==> src/sv/sps_pkg.sv <==
// ----------------------------------------------------------------------------
// sps_pkg: shared types and constants of the snapshot pacing scheduler
// Field widths, register indexes, sequencer states and the control words
// that pass between the sequencer, the datapath and the divider.
// ----------------------------------------------------------------------------
`default_nettype none

package sps_pkg;

  localparam int TICK_W     = 32;  // elapsed ticks, tick deadline, max_ticks
  localparam int ITER_W     = 16;  // iteration, iteration budget, interval
  localparam int COUNT_W    = 16;  // snapshot count, target count
  localparam int ITER_DL_W  = 17;  // iteration deadline
  localparam int CFG_W      = 32;  // config write data
  localparam int CFG_IDX_W  = 2;   // config register index
  localparam int DIV_W      = 32;  // divider dividend / quotient
  localparam int DIVISOR_W  = 16;  // divider divisor / remainder

  localparam logic [TICK_W-1:0]  TICK_MAX        = '1;
  localparam logic [COUNT_W-1:0] COUNT_MAX       = '1;
  localparam logic [TICK_W-1:0]  MAX_TICKS_RESET = TICK_MAX - TICK_W'(1);

  typedef enum logic [CFG_IDX_W-1:0] {
    REG_MAX_TICKS         = 2'd0,
    REG_ITER_BUDGET       = 2'd1,
    REG_TARGET_SNAPSHOTS  = 2'd2,
    REG_SNAPSHOT_INTERVAL = 2'd3
  } cfg_reg_t;

  typedef enum logic {
    OP_RESTART = 1'b0,
    OP_QUERY   = 1'b1
  } op_t;

  typedef enum logic [2:0] {
    ST_IDLE,
    ST_EVAL,
    ST_TICK,
    ST_TICK_WAIT,
    ST_ITER,
    ST_ITER_WAIT,
    ST_FINISH
  } state_t;

  // divider request: start pulse, half selects a 16-bit dividend in the top half
  typedef struct packed {
    logic start;
    logic half;
  } div_req_t;

  // datapath status seen by the sequencer
  typedef struct packed {
    logic in_valid;
    logic fire;
    logic tick_div;
    logic iter_div;
    logic div_done;
    logic out_free;
  } seq_stat_t;

  // sequencer strobes to the datapath
  typedef struct packed {
    logic     in_ready;
    logic     eval_en;
    logic     tick_en;
    logic     tick_q_en;
    logic     iter_en;
    logic     iter_q_en;
    logic     out_load;
    div_req_t div;
  } seq_ctl_t;

endpackage

`default_nettype wire

==> src/sv/sps_in_if.sv <==
// ----------------------------------------------------------------------------
// sps_in_if: query channel of the snapshot pacing scheduler
// Valid/ready channel carrying one operation word per handshake.
// ----------------------------------------------------------------------------
`default_nettype none

interface sps_in_if;
  import sps_pkg::*;

  logic              valid;
  logic              ready;
  logic              operation;
  logic [TICK_W-1:0] elapsed_ticks;
  logic [ITER_W-1:0] iteration;

  modport source (output valid, operation, elapsed_ticks, iteration, input ready);
  modport sink   (input valid, operation, elapsed_ticks, iteration, output ready);
endinterface

`default_nettype wire

==> src/sv/sps_out_if.sv <==
// ----------------------------------------------------------------------------
// sps_out_if: result channel of the snapshot pacing scheduler
// Valid/ready channel carrying the take flag and the snapshot count.
// ----------------------------------------------------------------------------
`default_nettype none

interface sps_out_if;
  import sps_pkg::*;

  logic               valid;
  logic               ready;
  logic               take_snapshot;
  logic [COUNT_W-1:0] snapshots_taken;

  modport source (output valid, take_snapshot, snapshots_taken, input ready);
  modport sink   (input valid, take_snapshot, snapshots_taken, output ready);
endinterface

`default_nettype wire

==> src/sv/sps_div.sv <==
// ----------------------------------------------------------------------------
// sps_div: shared radix-2 restoring divider
// One quotient bit per cycle. Full mode runs 32 steps on a 32-bit dividend;
// half mode runs 16 steps on a dividend placed in the upper half.
// ----------------------------------------------------------------------------
`default_nettype none

module sps_div (
  input  logic                         clk,
  input  logic                         rst,
  input  sps_pkg::div_req_t            req,
  input  logic [sps_pkg::DIV_W-1:0]     dividend,
  input  logic [sps_pkg::DIVISOR_W-1:0] divisor,
  output logic                         done,
  output logic [sps_pkg::DIV_W-1:0]     quotient
);
  import sps_pkg::*;

  localparam int CNT_W = $clog2(DIV_W);
  localparam logic [CNT_W-1:0] CNT_FULL = CNT_W'(DIV_W - 1);
  localparam logic [CNT_W-1:0] CNT_HALF = CNT_W'(DIV_W / 2 - 1);

  logic                 busy;
  logic [CNT_W-1:0]     cnt;
  logic [DIVISOR_W-1:0] rem;
  logic [DIV_W-1:0]     dvd;

  logic [DIVISOR_W:0]   shifted;
  logic [DIVISOR_W:0]   trial;
  logic                 qbit;

  assign shifted  = {rem, dvd[DIV_W-1]};
  assign trial    = shifted - {1'b0, divisor};
  assign qbit     = (shifted >= {1'b0, divisor});
  assign quotient = dvd;

  always_ff @(posedge clk) begin
    if (rst) begin
      busy <= 1'b0;
      done <= 1'b0;
    end else begin
      done <= 1'b0;
      if (req.start) begin
        busy <= 1'b1;
      end else if (busy && cnt == '0) begin
        busy <= 1'b0;
        done <= 1'b1;
      end
    end
  end

  always_ff @(posedge clk) begin
    if (req.start) begin
      rem <= '0;
      dvd <= dividend;
      cnt <= req.half ? CNT_HALF : CNT_FULL;
    end else if (busy) begin
      rem <= qbit ? trial[DIVISOR_W-1:0] : shifted[DIVISOR_W-1:0];
      dvd <= {dvd[DIV_W-2:0], qbit};
      cnt <= cnt - CNT_W'(1);
    end
  end

endmodule

`default_nettype wire

==> src/sv/sps_seq.sv <==
// ----------------------------------------------------------------------------
// sps_seq: sequencer of the snapshot pacing scheduler
// Steps one word through evaluate, then (if it fires) tick and iteration
// deadlines and result hand-off, starting the shared divider where needed.
// ----------------------------------------------------------------------------
`default_nettype none

module sps_seq (
  input  logic               clk,
  input  logic               rst,
  input  sps_pkg::seq_stat_t stat,
  output sps_pkg::seq_ctl_t  ctl
);
  import sps_pkg::*;

  state_t state;
  state_t state_next;

  always_ff @(posedge clk) begin
    if (rst) begin
      state <= ST_IDLE;
    end else begin
      state <= state_next;
    end
  end

  always_comb begin
    state_next = state;
    case (state)
      ST_IDLE:      if (stat.in_valid) state_next = ST_EVAL;
      ST_EVAL:      state_next = stat.fire ? ST_TICK : ST_FINISH;
      ST_TICK:      state_next = stat.tick_div ? ST_TICK_WAIT : ST_ITER;
      ST_TICK_WAIT: if (stat.div_done) state_next = ST_ITER;
      ST_ITER:      state_next = stat.iter_div ? ST_ITER_WAIT : ST_FINISH;
      ST_ITER_WAIT: if (stat.div_done) state_next = ST_FINISH;
      ST_FINISH:    if (stat.out_free) state_next = ST_IDLE;
      default:      state_next = ST_IDLE;
    endcase
  end

  always_comb begin
    ctl = '0;
    case (state)
      ST_IDLE: begin
        ctl.in_ready = 1'b1;
      end
      ST_EVAL: begin
        ctl.eval_en = 1'b1;
      end
      ST_TICK: begin
        ctl.tick_en   = 1'b1;
        ctl.div.start = stat.tick_div;
      end
      ST_TICK_WAIT: begin
        ctl.tick_q_en = stat.div_done;
      end
      ST_ITER: begin
        ctl.iter_en   = 1'b1;
        ctl.div.start = stat.iter_div;
        ctl.div.half  = 1'b1;
      end
      ST_ITER_WAIT: begin
        ctl.iter_q_en = stat.div_done;
      end
      ST_FINISH: begin
        ctl.out_load = stat.out_free;
      end
      default: begin
        ctl = '0;
      end
    endcase
  end

endmodule

`default_nettype wire

==> src/sv/snapshot_pacing_scheduler.sv <==
// ----------------------------------------------------------------------------
// snapshot_pacing_scheduler: decides when a run should take a snapshot
// Each query word brings elapsed ticks and the iteration number and returns
// a take flag and the running snapshot count.
//
// Channels: in_ch (operation, elapsed_ticks, iteration) and out_ch
// (take_snapshot, snapshots_taken), both valid/ready; one result word per
// input word, in order. Config is a write-only port (cfg_we, cfg_index,
// cfg_wdata), written by the user only while the block is idle; not enforced.
// Path: a query that does not fire goes from evaluate straight to the result
// step; a restart or firing query also sets the tick and iteration deadlines.
// A word may need two divisions on one shared radix-2 divider, 32 steps for
// the tick deadline and 16 for the iteration deadline.
// One word at a time: in_ch.ready is high only while idle, so a new word is
// accepted only after the last result has been loaded for output.
// The result sits in an output register, so the next word is accepted while
// it waits; if out_ch stalls, the following result holds in the last step.
// Reset: count and deadlines clear to zero, config takes its reset values,
// no result is pending.
// ----------------------------------------------------------------------------
`default_nettype none

module snapshot_pacing_scheduler (
  input  logic                         clk,
  input  logic                         rst,
  input  logic                         cfg_we,
  input  logic [sps_pkg::CFG_IDX_W-1:0] cfg_index,
  input  logic [sps_pkg::CFG_W-1:0]     cfg_wdata,
  sps_in_if.sink                       in_ch,
  sps_out_if.source                    out_ch
);
  import sps_pkg::*;

  // config
  logic [TICK_W-1:0]  max_ticks;
  logic [ITER_W-1:0]  iteration_budget;
  logic [COUNT_W-1:0] target_snapshots;
  logic [ITER_W-1:0]  snapshot_interval;

  // state
  logic [COUNT_W-1:0]   taken_count;
  logic [TICK_W-1:0]    next_tick_deadline;
  logic [ITER_DL_W-1:0] next_iteration_deadline;

  // per-word working registers
  op_t                op_r;
  logic [TICK_W-1:0]  now_r;
  logic [ITER_W-1:0]  iter_r;
  logic               take_r;
  logic [COUNT_W-1:0] left_r;
  logic               tgt_done_r;

  logic               out_valid;
  logic               out_take;
  logic [COUNT_W-1:0] out_count;

  seq_stat_t stat;
  seq_ctl_t  ctl;

  logic               div_done;
  logic [DIV_W-1:0]   div_q;
  logic [DIV_W-1:0]   div_dividend;

  logic               modes_on;
  logic               fire;
  logic [COUNT_W-1:0] count_new;
  logic [ITER_W-1:0]  span;
  logic               tick_div;
  logic               iter_div;
  logic [TICK_W-1:0]    tick_direct;
  logic [ITER_DL_W-1:0] iter_direct;

  always_ff @(posedge clk) begin
    if (rst) begin
      max_ticks         <= MAX_TICKS_RESET;
      iteration_budget  <= '0;
      target_snapshots  <= '0;
      snapshot_interval <= '0;
    end else if (cfg_we) begin
      case (cfg_reg_t'(cfg_index))
        REG_MAX_TICKS:         max_ticks         <= cfg_wdata[TICK_W-1:0];
        REG_ITER_BUDGET:       iteration_budget  <= cfg_wdata[ITER_W-1:0];
        REG_TARGET_SNAPSHOTS:  target_snapshots  <= cfg_wdata[COUNT_W-1:0];
        REG_SNAPSHOT_INTERVAL: snapshot_interval <= cfg_wdata[ITER_W-1:0];
        default: ;
      endcase
    end
  end

  // evaluate step
  assign modes_on = (target_snapshots != '0) || (snapshot_interval != '0);
  assign fire     = (op_r == OP_RESTART) ||
                    (modes_on && ((now_r >= next_tick_deadline) ||
                                  ({1'b0, iter_r} >= next_iteration_deadline)));

  always_comb begin
    if (op_r == OP_RESTART) begin
      count_new = '0;
    end else if (fire && taken_count != COUNT_MAX) begin
      count_new = taken_count + COUNT_W'(1);
    end else begin
      count_new = taken_count;
    end
  end

  // tick deadline step
  assign tick_div    = !tgt_done_r && (now_r < max_ticks);
  assign tick_direct = tgt_done_r ? ((max_ticks == TICK_MAX) ? TICK_MAX
                                                              : max_ticks + TICK_W'(1))
                                  : now_r;

  // iteration deadline step
  assign span     = iteration_budget - iter_r;
  assign iter_div = (target_snapshots != '0) && !tgt_done_r &&
                    (iter_r < iteration_budget) && (left_r < span);

  always_comb begin
    if (target_snapshots == '0) begin
      iter_direct = {1'b0, iter_r} + {1'b0, snapshot_interval};
    end else if (tgt_done_r) begin
      iter_direct = {1'b0, iteration_budget} + ITER_DL_W'(1);
    end else begin
      iter_direct = {1'b0, iter_r} + ITER_DL_W'(1);
    end
  end

  assign div_dividend = ctl.div.half ? {span, {(DIV_W - ITER_W){1'b0}}}
                                     : (max_ticks - now_r);

  always_ff @(posedge clk) begin
    if (in_ch.valid && ctl.in_ready) begin
      op_r   <= op_t'(in_ch.operation);
      // restart works as at time and iteration zero
      now_r  <= (in_ch.operation == OP_RESTART) ? '0 : in_ch.elapsed_ticks;
      iter_r <= (in_ch.operation == OP_RESTART) ? '0 : in_ch.iteration;
    end
    if (ctl.eval_en) begin
      take_r     <= fire && (op_r == OP_QUERY);
      left_r     <= target_snapshots - count_new;
      tgt_done_r <= (target_snapshots <= count_new);
    end
    if (ctl.out_load) begin
      out_take  <= take_r;
      out_count <= taken_count;
    end
  end

  always_ff @(posedge clk) begin
    if (rst) begin
      taken_count             <= '0;
      next_tick_deadline      <= '0;
      next_iteration_deadline <= '0;
      out_valid               <= 1'b0;
    end else begin
      if (ctl.eval_en) begin
        taken_count <= count_new;
      end
      if (ctl.tick_en && !tick_div) begin
        next_tick_deadline <= tick_direct;
      end else if (ctl.tick_q_en) begin
        next_tick_deadline <= now_r + div_q;
      end
      if (ctl.iter_en && !iter_div) begin
        next_iteration_deadline <= iter_direct;
      end else if (ctl.iter_q_en) begin
        next_iteration_deadline <= {1'b0, iter_r} + {1'b0, div_q[ITER_W-1:0]};
      end
      if (ctl.out_load) begin
        out_valid <= 1'b1;
      end else if (out_ch.ready) begin
        out_valid <= 1'b0;
      end
    end
  end

  assign stat.in_valid = in_ch.valid;
  assign stat.fire     = fire;
  assign stat.tick_div = tick_div;
  assign stat.iter_div = iter_div;
  assign stat.div_done = div_done;
  assign stat.out_free = !out_valid || out_ch.ready;

  sps_seq u_seq (
    .clk  (clk),
    .rst  (rst),
    .stat (stat),
    .ctl  (ctl)
  );

  sps_div u_div (
    .clk      (clk),
    .rst      (rst),
    .req      (ctl.div),
    .dividend (div_dividend),
    .divisor  (left_r),
    .done     (div_done),
    .quotient (div_q)
  );

  assign in_ch.ready            = ctl.in_ready;
  assign out_ch.valid           = out_valid;
  assign out_ch.take_snapshot   = out_take;
  assign out_ch.snapshots_taken = out_count;

endmodule

`default_nettype wire

==> src/flat_wrapper.sv <==
// flat-port wrapper written by rule: the top's interface ports become plain ports
module snapshot_pacing_scheduler_flat import sps_pkg::*;
  (clk, rst, cfg_we, cfg_index, cfg_wdata, in_ch_valid, in_ch_operation, in_ch_elapsed_ticks, in_ch_iteration, in_ch_ready, out_ch_valid, out_ch_take_snapshot, out_ch_snapshots_taken, out_ch_ready);
  sps_in_if in_ch_i ();
  sps_out_if out_ch_i ();
  input  logic clk;
  input  logic rst;
  input  logic cfg_we;
  input  logic [sps_pkg::CFG_IDX_W-1:0] cfg_index;
  input  logic [sps_pkg::CFG_W-1:0] cfg_wdata;
  input wire logic [$bits(in_ch_i.valid)-1:0] in_ch_valid;
  input wire logic [$bits(in_ch_i.operation)-1:0] in_ch_operation;
  input wire logic [$bits(in_ch_i.elapsed_ticks)-1:0] in_ch_elapsed_ticks;
  input wire logic [$bits(in_ch_i.iteration)-1:0] in_ch_iteration;
  output wire logic [$bits(in_ch_i.ready)-1:0] in_ch_ready;
  output wire logic [$bits(out_ch_i.valid)-1:0] out_ch_valid;
  output wire logic [$bits(out_ch_i.take_snapshot)-1:0] out_ch_take_snapshot;
  output wire logic [$bits(out_ch_i.snapshots_taken)-1:0] out_ch_snapshots_taken;
  input wire logic [$bits(out_ch_i.ready)-1:0] out_ch_ready;
  assign in_ch_i.valid = in_ch_valid;
  assign in_ch_i.operation = in_ch_operation;
  assign in_ch_i.elapsed_ticks = in_ch_elapsed_ticks;
  assign in_ch_i.iteration = in_ch_iteration;
  assign in_ch_ready = in_ch_i.ready;
  assign out_ch_valid = out_ch_i.valid;
  assign out_ch_take_snapshot = out_ch_i.take_snapshot;
  assign out_ch_snapshots_taken = out_ch_i.snapshots_taken;
  assign out_ch_i.ready = out_ch_ready;
  snapshot_pacing_scheduler u_core (.clk(clk), .rst(rst), .cfg_we(cfg_we), .cfg_index(cfg_index), .cfg_wdata(cfg_wdata), .in_ch(in_ch_i), .out_ch(out_ch_i));
endmodule
==> config.mk <==
export PLATFORM = sky130hd
export DESIGN_NAME = snapshot_pacing_scheduler_flat
export DESIGN_NICKNAME = d
export VERILOG_FILES = /design/src/sv/sps_pkg.sv /design/src/sv/sps_in_if.sv /design/src/sv/sps_out_if.sv /design/src/sv/sps_div.sv /design/src/sv/sps_seq.sv /design/src/sv/snapshot_pacing_scheduler.sv /design/src/flat_wrapper.sv
export SDC_FILE = /design/constraint.sdc
export NUM_CORES = 1
export LEC_CHECK = 0
export BUFFER_PORTS_ARGS = -buffer_cell sky130_fd_sc_hd__buf_4
export CORE_UTILIZATION = 65
export CTS_CLUSTER_SIZE = 28
export DETAILED_ROUTE_END_ITERATION = 12
export PLACE_DENSITY = 0.84
export SLEW_MARGIN = 30
export SYNTH_ARGS = -nofsm -noshare
export SYNTH_HDL_FRONTEND = slang
export SYNTH_SLANG_ARGS = --single-unit
==> constraint.sdc <==
create_clock -name clk -period 8.7 [get_ports clk]
set_input_delay 0.87 -clock clk [delete_from_list [all_inputs] [get_ports clk]]
set_output_delay 0.87 -clock clk [all_outputs]
set_load 0.02 [all_outputs]
# ---- Yosys cells after proc, flatten, opt, wreduce, memory -nomap -nowiden
# Cells that the tools add are included.
dict set report totals {
  elab_cells 131
  register_bits 288
  ram_bits 0
  mem_count 0
  romBits 0
  latch_bits 0
  output_inout_bits 19
}
dict set report classes {
  n_bitwise 1
  n_reduce_logical 36
  div_mod_pow 0
  mul 0
  n_shift 0
  mux 38
  add_sub_neg 12
  eq_ne 15
  order_cmp 7
}
# operator count
set ops {}
lappend ops {{$mux W32} 7}
lappend ops {{$mux W17} 4}
lappend ops {{$mux W16} 3}
lappend ops {{$sub A16 B16 Y16} 3}
lappend ops {{$add A16 B1 Y17 const B} 2}
lappend ops {{$add A16 B16 Y17} 2}
lappend ops {{$add A32 B1 Y32 const B} 1}
lappend ops {{$add A32 B32 Y32} 1}
lappend ops {{$eq A32 B32 Y1 const B} 1}
lappend ops {{$ge A32 B32 Y1} 1}
lappend ops {{$lt A16 B16 Y1} 2}
lappend ops {{$lt A32 B32 Y1} 1}
lappend ops {{$reduce_bool A16 Y1} 2}
lappend ops {{$sub A32 B32 Y32} 1}
lappend ops {{$pmux W3 S7} 1}
lappend ops {{$mux W3} 6}
lappend ops {{$ge A16 B17 Y1} 1}
lappend ops {{$ge A17 B16 Y1} 1}
lappend ops {{$add A16 B1 Y16 const B} 1}
lappend ops {{$le A16 B16 Y1} 1}
lappend ops {{$logic_not A16 Y1} 1}
lappend ops {{$ne A16 B16 Y1 const B} 1}
lappend ops {{$mux W5} 3}
lappend ops {{$mux W1} 12}
lappend ops {{20 further kinds} 50}

# ---- Logic depth before layout (Yosys ltp)
# Gate-level depths: netlist of the first run.
dict set report depth {
  ltp_word 8
  mapped_depth 25
}

# ---- By module
# From an unflattened synthesis of the first run, not the netlist that was laid out.
dict set report hier_totals {
  cells_unflattened 2519
  area_unflattened_um2 21669.5
}
# module area_per_inst_um2 n_inst cells_each
set by_module_without_submodules {}
lappend by_module_without_submodules {snapshot_pacing_scheduler 18008.5 1 2156}
lappend by_module_without_submodules {sps_div 3345.7 1 319}
lappend by_module_without_submodules {sps_seq 315.3 1 44}

# ---- Worst setup path after synthesis of the first run
# OpenSTA, ideal clock, no wires.
dict set report synth_path {
  path_type {reg2reg}
  start {register u_core.iter_r[1]}
  end {register u_core.u_div.cnt[0], enable pin}
  setup_slack_ns 3.942
  setup_ns 0.395
  n_path_buf 1
  required_ns 8.305
  path_stages_with_launch 17
  arrival_time_ns 4.362
  path_cell_list {edfxtp_1 > inv_1 > fa_1 > a21o_1 > a21oi_2 > o21a_1 > o21ai_0 > a21o_1 > a21oi_1 > xor2_1 > ha_1 > a21o_1 > a2111oi_0 > o21a_1 > and3_1 > clkbuf_1 > or3_1}
}
dict set report synth_between {
  elab_chain_cells 5
  word_cells_on_any_way 7
}
# element line_no
set synth_rtl {}
lappend synth_rtl {{start, declared} snapshot_pacing_scheduler.sv:48} ;# logic [ITER_W-1:0] iter_r;
lappend synth_rtl {{start signal, assigned} snapshot_pacing_scheduler.sv:135} ;# iter_r <= (in_ch.operation == OP_RESTART) ? '0 : in_ch.iteration;
lappend synth_rtl {{$sub A16 B16 Y16 or $lt A16 B16 Y1 (tied branches)} {snapshot_pacing_scheduler.sv:113, snapshot_pacing_scheduler.sv:115}}
lappend synth_rtl {{$lt A16 B16 Y1 or $logic_and A1 B1 Y1 (tied branches)} {snapshot_pacing_scheduler.sv:115, snapshot_pacing_scheduler.sv:114}}
lappend synth_rtl {{$logic_and A1 B1 Y1 *} snapshot_pacing_scheduler.sv:115} ;# (iter_r < iteration_budget) && (left_r < span);
lappend synth_rtl {{$pmux W1 S2 *} sps_seq.sv:43} ;# case (state)
lappend synth_rtl {{$reduce_bool A2 Y1 (no line) *} --}
lappend synth_rtl {{end signal, assigned} sps_div.sv:56} ;# cnt <= req.half ? CNT_HALF : CNT_FULL;
lappend synth_rtl {{end signal, assigned} sps_div.sv:60} ;# cnt <= cnt - CNT_W'(1);
lappend synth_rtl {{end, declared} sps_div.sv:24} ;# logic [CNT_W-1:0] cnt;
# Mark *: on every way between the ends. The rest lies on a longest branch, timed or not.
# A chain may end at the register's enable or synchronous reset.

# ---- Worst setup path after layout of the first run
dict set report layout_path {
  start {register u_core.iter_r[14]}
  end {register u_core.left_r[14] (data pin)}
}
dict set report layout_between {
  elab_chain_cells 8
}
# element line_no
set layout_rtl {}
lappend layout_rtl {{$ge A16 B17 Y1} snapshot_pacing_scheduler.sv:94} ;# ({1'b0, iter_r} >= next_iteration_deadline)));
lappend layout_rtl {{$logic_or A1 B1 Y1} snapshot_pacing_scheduler.sv:93} ;# (modes_on && ((now_r >= next_tick_deadline) ||
lappend layout_rtl {{$logic_and A1 B1 Y1} snapshot_pacing_scheduler.sv:93}
lappend layout_rtl {{$logic_or A1 B1 Y1} snapshot_pacing_scheduler.sv:92} ;# assign fire = (op_r == OP_RESTART) ||
lappend layout_rtl {{$logic_and A1 B1 Y1} snapshot_pacing_scheduler.sv:99} ;# end else if (fire && taken_count != COUNT_MAX) begin
lappend layout_rtl {{$mux W16} snapshot_pacing_scheduler.sv:99}
lappend layout_rtl {{$mux W16} snapshot_pacing_scheduler.sv:97} ;# if (op_r == OP_RESTART) begin
lappend layout_rtl {{$sub A16 B16 Y16} snapshot_pacing_scheduler.sv:139} ;# left_r <= target_snapshots - count_new;
lappend layout_rtl {{end signal, assigned} snapshot_pacing_scheduler.sv:139}
lappend layout_rtl {{end, declared} snapshot_pacing_scheduler.sv:50} ;# logic [COUNT_W-1:0] left_r;
# No other way between the ends.

==> results.cfg, run 1 <==
[floorplan]
floorplan.rows = 66
initial_utilization_pct = 66.4
fp.dieW_um = 184
die_height_um = 184
dieArea_um2 = 34000
ios = 107
floorplan.core_area_um2 = 32600

[cts]
cts_made_buffers = 36
numClockSinks = 288
postCtsHoldBufs = 0
clock_tree.buffer_depth = 3
cts-resized-gates = 0
worst_skew_pair.late_latency_ns = 0.55
cts_htree_levels = 2
cts.reportedPaths.clkPinSlew_ns = 0.06
cts_root_buffer = sky130_fd_sc_hd__clkbuf_16
cts_tree = done
post-cts-setup-buffer-count = 0

[grt]
grt_util_all_layers_pct = 40.1
grt-busiest-layer = met2
grt_use_met1_pct = 51.3
grt.met3_usage_pct = 6.26
gr-usage-met2_pct = 64.4
overflow = 0
grt_start_max_net_pins = 81
grt_pass1_vias = 19700
antenna_found_initial = 1
grt_first_pass_wirelength_um = 105000

[routing]
vias_per_cell = 6.64
drcViolationCount = 0
antenna_violating_nets_left = 0
drtIter0Drc = 2031
drt_pre_antenna_iters = 8
detailroute.via_count = 20600
wl_per_cell_um = 22.0
wirelength_um = 68500

[synthesis]
postSynthAreaPerCell_um2 = 8.39
unique_masters_post_synth = 84
synth_fp_nets = 2887
synth_ff_type = sky130_fd_sc_hd__dfxtp_1
share_of_flip_flops_with_an_asynchronous_set_or_reset_after_synthesis_pct = 0
syn_area_um2 = 21600
synth_enable_flop_cells = 121
synth-warning-count = 0
ys_seq_area_share_pct = 32.2
post_synth_inst_count = 2581
flip_flop_and_latch_count_after_synthesis = 288

[timing]
drv_slew = 0
worst_pin_slew_ns = 1.10
fmax_ghz = 0.170
setup_viol = 0
worst_setup_skew_after_layout_ns = 0.0199
relative_slew_margins_pct = 26.8
timing.final.hold_violations = 0
final.period_utilization_pct = 67.7
rsz0062_at_grt = no
totalNegativeSetupSlack_ns = 0
post-route-min-period_ns = 5.89

[power_and_ir_drop]
total_leakage_power_nw = 9.75
vdd_drop_max_uv = 184
powerDensity_nw_per_um2 = 285

[setup_path]
setup_crit_end_kind = flop
cp_max_fo = 20
worstSetupPathType = flop to flop
worst_setup_path_start_kind = flop
worst_ep_required_time_ns = 9.00
worstPathArrival_ns = 6.20

[place]
placement.io_buffers = 106
post-dp-hpwl_um = 50500
place.gp.congestion = 0.964

[cells_and_area]
syn_to_final_growth_pct = 10.3
layout.core_utilization_pct = 73.2
highest_count_cells_in_the_layout_ignoring_fill_and_taps = 304 x sky130_fd_sc_hd__nand2_1, 211 x sky130_fd_sc_hd__ha_1, 199 x sky130_fd_sc_hd__a21oi_1
finalNetCount = 2943
share_of_final_layout_standard_cells_stronger_than_drive_strength_1_pct = 8.11
mostFrequentLayoutCell = sky130_fd_sc_hd__nand2_1

[worst_hold_path]
worstHoldPathType = flop to flop

[flow_run]
max-cap-violations = 0

[status]
result_of_the_run = finished, final reports clean
-- worst paths after layout --
check / slack [ns] / start / endpoint / cells after the start
worst max-delay path: 2.81 / u_core.iter_r[14]$_SDFFCE_PN0P_ / u_core.left_r[14]$_DFFE_PP_ / 21
worst min-delay path: 0.43 / u_core.take_r$_DFFE_PP_ / u_core.out_ch.take_snapshot$_DFFE_PP_ / 0
worst max register to register: 2.81 / u_core.iter_r[14]$_SDFFCE_PN0P_ / u_core.left_r[14]$_DFFE_PP_ / 21
worst min register to register: 0.43 / u_core.take_r$_DFFE_PP_ / u_core.out_ch.take_snapshot$_DFFE_PP_ / 0
-- through the flow --
step	instances	hold slack (ns)	power (mW)	setup slack, ns	area [um2]
6_report	3108	0.433	6.79	2.81	23900
4_1_cts	3107	0.437	6.70	3.04	23900
3_3_place_gp	3041	0.413	5.13	3.24	22800
3_5_place_dp	3041	0.422	5.25	3.07	22800
5_1_grt	3107	0.434	7.17	2.68	23900
2_1_floorplan	2581	0.400	4.36	3.94	21600
-- cell usage after synthesis (6+ instances only) --
cell                        number  share of area, %
sky130_fd_sc_hd__nand2b_1       40               1.2
sky130_fd_sc_hd__buf_2          17              0.39
sky130_fd_sc_hd__and2_1         61               1.8
sky130_fd_sc_hd__ha_1          211                12
sky130_fd_sc_hd__clkbuf_1       88               1.5
sky130_fd_sc_hd__and4_1         12              0.49
sky130_fd_sc_hd__o21a_1         23              0.80
sky130_fd_sc_hd__a211oi_1       59               2.0
sky130_fd_sc_hd__nand2_1       304               5.3
sky130_fd_sc_hd__a31oi_1        25              0.72
sky130_fd_sc_hd__or2_2           6              0.17
sky130_fd_sc_hd__o31ai_1         8              0.28
sky130_fd_sc_hd__o211ai_1       27              0.94
sky130_fd_sc_hd__o21ai_0       136               3.1
sky130_fd_sc_hd__o21bai_1       11              0.38
sky130_fd_sc_hd__nand3_1        85               2.0
sky130_fd_sc_hd__o221ai_1       10              0.40
sky130_fd_sc_hd__or4_1           6              0.21
sky130_fd_sc_hd__a221oi_1       12              0.49
sky130_fd_sc_hd__o2111ai_1      11              0.45
sky130_fd_sc_hd__xnor2_1        93               3.8
sky130_fd_sc_hd__dfxtp_1       167                15
sky130_fd_sc_hd__a21o_1         72               2.5
sky130_fd_sc_hd__nor2b_1        38               1.1
sky130_fd_sc_hd__o21ai_1         7              0.16
sky130_fd_sc_hd__nor3b_1         7              0.24
sky130_fd_sc_hd__mux2i_1        45               2.1
sky130_fd_sc_hd__nor4_1          9              0.26
sky130_fd_sc_hd__a211o_1        28               1.1
sky130_fd_sc_hd__nor3_1         49               1.1
sky130_fd_sc_hd__fa_1            7              0.65
sky130_fd_sc_hd__and3_1         24              0.69
sky130_fd_sc_hd__edfxtp_1      121                17
sky130_fd_sc_hd__xor2_1         57               2.3
sky130_fd_sc_hd__o41ai_1         6              0.24
sky130_fd_sc_hd__o22ai_1        25              0.72
sky130_fd_sc_hd__nand4_1        36               1.0
sky130_fd_sc_hd__a21oi_1       200               4.6
sky130_fd_sc_hd__nor2_1        159               2.8
sky130_fd_sc_hd__a311oi_1        6              0.24
sky130_fd_sc_hd__inv_1         162               2.8
sky130_fd_sc_hd__or3_1          24              0.69
-- power by group --
part / leakage, nW / total [mW] / internal [mW] / switching, mW
clock network: 0.552 / 1.44 / 0.831 / 0.609
logic: 6.71 / 3.32 / 1.32 / 2.00
registers: 2.49 / 2.03 / 1.73 / 0.300
-- state kept, by name (all words and copies together) (netlist names), 3 cells and up --
| register | flops |
|---|---|
| u_core.next_tick_deadline | 32 |
| u_core.u_div.cnt | 5 |
| u_core.now_r | 32 |
| u_core.u_div.rem | 16 |
| u_core.taken_count | 16 |
| u_core.target_snapshots | 16 |
| u_core.out_ch.snapshots_taken | 16 |
| u_core.iteration_budget | 16 |
| u_core.left_r | 16 |
| u_core.u_div.quotient | 32 |
| u_core.u_seq.state | 3 |
| u_core.snapshot_interval | 16 |
| u_core.max_ticks | 32 |
| u_core.next_iteration_deadline | 17 |
| u_core.iter_r | 16 |
-- cell families (layout without fill, tap and decap cells) --
group,after synthesis,after routing,share of synthesized area (%)
AND/OR/NAND/NOR,878,878,19.6
AO/OA/AOI/OAI,728,728,22.2
flip-flops,288,288,32.2
buffers and inverters,272,356,4.83
adder cells (fa/ha/maj),218,218,12.8
XOR/XNOR,150,150,6.07
multiplexers,47,47,2.18
other,0,1,0
-- layout make-up --
cell class                      count  area (um2)
Antenna cell                        1        2.50
Clock buffer                       55        1040
Sequential cell                   288        6980
Tap cell                          442         553
Inverter                          163         612
Fill cell                        2555        8750
Timing Repair Buffer              127         953
Clock inverter                     11        66.3
Multi-Input combinational cell   2021       13700
-- critical path: stages (launching register included) --
cell                        delay [ns]
sky130_fd_sc_hd__edfxtp_1         0.54
sky130_fd_sc_hd__ha_1             0.38
sky130_fd_sc_hd__and4b_1          0.26
sky130_fd_sc_hd__o2111ai_1        0.32
sky130_fd_sc_hd__a211oi_1         0.77
sky130_fd_sc_hd__o211ai_1         0.15
sky130_fd_sc_hd__o21ai_1          0.17
sky130_fd_sc_hd__buf_4            0.29
sky130_fd_sc_hd__nand2_1          0.11
sky130_fd_sc_hd__xnor2_1          0.14
sky130_fd_sc_hd__nand2_1          0.07
sky130_fd_sc_hd__ha_1             0.36
sky130_fd_sc_hd__nor2b_1          0.14
sky130_fd_sc_hd__o21ai_0          0.25
sky130_fd_sc_hd__a21boi_0         0.17
sky130_fd_sc_hd__o21ai_0          0.37
sky130_fd_sc_hd__a211oi_1         0.17
sky130_fd_sc_hd__o31a_1           0.32
sky130_fd_sc_hd__o21a_1           0.21
sky130_fd_sc_hd__o21a_1           0.20
sky130_fd_sc_hd__o211ai_1         0.18
sky130_fd_sc_hd__nor2_1           0.08
-- metal layers --
metal  vias to the layer above  wire [um]
met5                         -          0
met4                         0       3720
met3                       254       6630
met2                      1182      30800
met1                      9678      27400
li1                       9510          -
(Power assumes the default switching activity.)
==> inputs of run 2 (changes only) <==
--- a/config.mk
+++ b/config.mk
@@ -5,11 +5,12 @@
 export SDC_FILE = /design/constraint.sdc
 export NUM_CORES = 1
 export LEC_CHECK = 0
+export ABC_AREA = 1
 export BUFFER_PORTS_ARGS = -buffer_cell sky130_fd_sc_hd__buf_4
-export CORE_UTILIZATION = 65
+export CORE_UTILIZATION = 57
 export CTS_CLUSTER_SIZE = 28
 export DETAILED_ROUTE_END_ITERATION = 12
-export PLACE_DENSITY = 0.84
+export PLACE_DENSITY = 0.78
 export SLEW_MARGIN = 30
 export SYNTH_ARGS = -nofsm -noshare
 export SYNTH_HDL_FRONTEND = slang
==> constraint.sdc (replaced) <==
create_clock -name clk -period 5.07 [get_ports clk]
set_input_delay 0.507 -clock clk [delete_from_list [all_inputs] [get_ports clk]]
set_output_delay 0.507 -clock clk [all_outputs]
set_load 0.02 [all_outputs]
==> run 2 against run 1 <==
- register-to-register slack lost 2.3 ns
- final cell count is 24% higher
- flip-flop and latch count stayed put
- utilization fell by 8.8 points
- sequential power up 74%
- synthesized area rose by 4.6%
- critical endpoint is now u_core.tgt_done_r$_DFFE_PP_
- largest cell class unchanged
- largest power group unchanged
- highest routed layer is now met5
==> results.cfg, run 2 <==
[grt]
antenna_found_initial = 2
grt_start_max_net_pins = 93
grt_first_pass_wirelength_um = 119000
grt_util_all_layers_pct = 37.6
overflow = 0
grt_pass1_vias = 21700

[setup_path]
worstPathArrival_ns = 4.91
timing.critical_path.slowest_cell_delay_ns = 0.49
crit_path_frequent_cell = sky130_fd_sc_hd__nand2_1
worst-path-buf-inv = 3
worst_setup_path_start_kind = flop
setup_crit_end_kind = flop
cp_max_fo = 19
critical-path-top-delay-family = simple AND/OR/NAND/NOR gates
cp_slowest_cell = sky130_fd_sc_hd__edfxtp_1
worst_ep_required_time_ns = 5.40
worstSetupPathType = flop to flop

[cts]
postCtsHoldBufs = 0
cts_made_buffers = 36
cts.reportedPaths.clkPinSlew_ns = 0.06
cts_tree = done
worst_skew_pair.late_latency_ns = 0.58
post-cts-setup-buffer-count = 0
clock_tree.buffer_depth = 3
cts_root_buffer = sky130_fd_sc_hd__clkbuf_16
cts-resized-gates = 0
numClockSinks = 288
cts_htree_levels = 2

[timing]
setup_viol = 0
relative_slew_margins_pct = 34.3
drv_slew = 0
final.period_utilization_pct = 90.5
worst_setup_skew_after_layout_ns = 0.0259
whs_ns = 0.159
worst_pin_slew_ns = 0.985
timing.final.hold_violations = 0
fmax_ghz = 0.218
post-route-min-period_ns = 4.59

[power_and_ir_drop]
switching_share_pct = 46.3
switchingPower_mw = 5.73
combinationalPowerShare_pct = 50.7
vdd_drop_max_uv = 405
powerDensity_nw_per_um2 = 495
total_leakage_power_nw = 11.6
intPower_mw = 6.66
power.share.clock_pct = 20.7
design_power_total_mw = 12.4
pwr-share-seq_pct = 28.6

[floorplan]
ios = 107
die_height_um = 201
dieArea_um2 = 40500
floorplan.core_area_um2 = 38900
floorplan.rows = 72
fp.dieW_um = 201
initial_utilization_pct = 58.2

[synthesis]
syn_area_um2 = 22600
share_of_flip_flops_with_an_asynchronous_set_or_reset_after_synthesis_pct = 0
unique_masters_post_synth = 57
post_synth_inst_count = 3234
synth_ff_type = sky130_fd_sc_hd__dfxtp_1
synth.area.top_cells = sky130_fd_sc_hd__edfxtp_1 16%, sky130_fd_sc_hd__dfxtp_1 15%, sky130_fd_sc_hd__nand2_1 12%
postSynthAreaPerCell_um2 = 7.00
synth_fp_nets = 3540
post-synth-top-area-cell = sky130_fd_sc_hd__edfxtp_1
synth_enable_flop_cells = 121
ys_seq_area_share_pct = 30.8
cell_with_the_most_instances_after_synthesis = sky130_fd_sc_hd__nand2_1
area_share_of_the_largest_cell_type_after_synthesis_pct = 16.1
netlist_top_cells_count = 733 x sky130_fd_sc_hd__nand2_1, 416 x sky130_fd_sc_hd__inv_1, 290 x sky130_fd_sc_hd__a21oi_1
flip_flop_and_latch_count_after_synthesis = 288
synth-warning-count = 0

[routing]
vias_per_cell = 5.92
antenna_violating_nets_left = 0
drt_pre_antenna_iters = 8
wl_per_cell_um = 20.2
met3_wirelength_um = 6320
wirelength_um = 77800
routedLengthMet1_um = 31000
detailroute.via_count = 22800
drcViolationCount = 0
met2WireLength_um = 36700
drtIter0Drc = 1976
top_signal_layer_used = met5

[cells_and_area]
filler_cell_count = 3568
highest_count_cells_in_the_layout_ignoring_fill_and_taps = 732 x sky130_fd_sc_hd__nand2_1, 415 x sky130_fd_sc_hd__inv_1, 290 x sky130_fd_sc_hd__a21oi_1
insertedDiodeCount = 0
share_of_final_layout_standard_cells_stronger_than_drive_strength_1_pct = 7.81
syn_to_final_growth_pct = 10.7
layout.core_utilization_pct = 64.4
finalNetCount = 3618
mostFrequentLayoutCell = sky130_fd_sc_hd__nand2_1
stdcell_count = 3858

[worst_hold_path]
worstHoldPathType = primary input to flop

[place]
placement.io_buffers = 106
post-dp-hpwl_um = 60800
place.gp.congestion = 1.03
dp.cells = 3791

[flow_run]
max-cap-violations = 0

[status]
result_of_the_run = finished, final reports clean
==> run 2: per-layer routing <==
layer	vias to the layer above	GRT usage [%]
li1	11000	-
met1	10700	46.7
met2	990	64.1
met3	224	5.43
met4	4	18.0
met5	-	0
==> run 2: area by class of cell <==
class                           count  area (um2)  share of cell area [%]
Clock buffer                       53        1060                    4.22
Clock inverter                     13         103                   0.410
Inverter                          432        1620                    6.47
Multi-Input combinational cell   2425       13600                    54.3
Sequential cell                   288        6980                    27.9
Tap cell                          518         648                    2.59
Timing Repair Buffer              129        1030                    4.13
==> run 2: power groups by stage <==
stage	Combinational, mW	Sequential (mW)	Clock [mW]
floorplan	4.50	3.33	0
global placement	5.94	3.53	0
detailed placement	6.10	3.56	0
CTS	6.15	3.51	2.57
global route	6.96	3.57	2.65
finish	6.28	3.54	2.57
==> run 2: path summary, 6_finish.rpt <==
path | startpoint | endpoint | slack (ns) | depth (start not counted)
setup / recovery | u_core.iter_r[12]$_SDFFCE_PN0P_ | u_core.tgt_done_r$_DFFE_PP_ | 0.48 | 26
setup reg to reg | u_core.iter_r[12]$_SDFFCE_PN0P_ | u_core.tgt_done_r$_DFFE_PP_ | 0.48 | 26
hold reg to reg | u_core.take_r$_DFFE_PP_ | u_core.out_ch.take_snapshot$_DFFE_PP_ | 0.43 | 0
hold / removal | cfg_wdata[26] | u_core.max_ticks[26]$_SDFFE_PP1P_ | 0.16 | 3
==> run 2: logic make-up after synthesis <==
family	Yosys count	synth area share (%)
compound gates	734	17.7
xor+xnor	116	4.49
fa+ha+maj	218	12.3
buf+inv	521	9.22
flops	288	30.8
simple gates	1357	25.5
==> run 2: worst register-to-register path, cell delays in order, from the launching register on <==
cell	delay, ns
sky130_fd_sc_hd__edfxtp_1	0.49
sky130_fd_sc_hd__ha_1	0.38
sky130_fd_sc_hd__nand2_1	0.10
sky130_fd_sc_hd__inv_1	0.04
sky130_fd_sc_hd__nand2_1	0.05
sky130_fd_sc_hd__nand2_1	0.04
sky130_fd_sc_hd__a21oi_1	0.15
sky130_fd_sc_hd__nand3_1	0.14
sky130_fd_sc_hd__nor2_4	0.20
sky130_fd_sc_hd__nand4_1	0.33
sky130_fd_sc_hd__nand2_1	0.22
sky130_fd_sc_hd__buf_4	0.27
sky130_fd_sc_hd__inv_1	0.22
sky130_fd_sc_hd__nand3_1	0.12
sky130_fd_sc_hd__nand3_1	0.12
sky130_fd_sc_hd__ha_1	0.40
sky130_fd_sc_hd__nand2_1	0.09
sky130_fd_sc_hd__nor2_1	0.14
sky130_fd_sc_hd__nand2_1	0.07
sky130_fd_sc_hd__o211ai_1	0.12
sky130_fd_sc_hd__nand2_1	0.08
sky130_fd_sc_hd__nand2_1	0.10
sky130_fd_sc_hd__nand2_1	0.06
sky130_fd_sc_hd__nand2_1	0.09
sky130_fd_sc_hd__a31oi_1	0.12
sky130_fd_sc_hd__o21ai_0	0.16
sky130_fd_sc_hd__nand2_1	0.07
==> run 2: stage by stage <==
stage                     instance area [um2]  setup slack, ns   TNS, ns
after global placement                  23800            0.303         0
after detailed placement                23900            0.175         0
final                                   25100            0.484         0
after CTS                               25000            0.183         0
after floorplan                         22600            0.637         0
after global routing                    25100         -0.00380  -0.00380
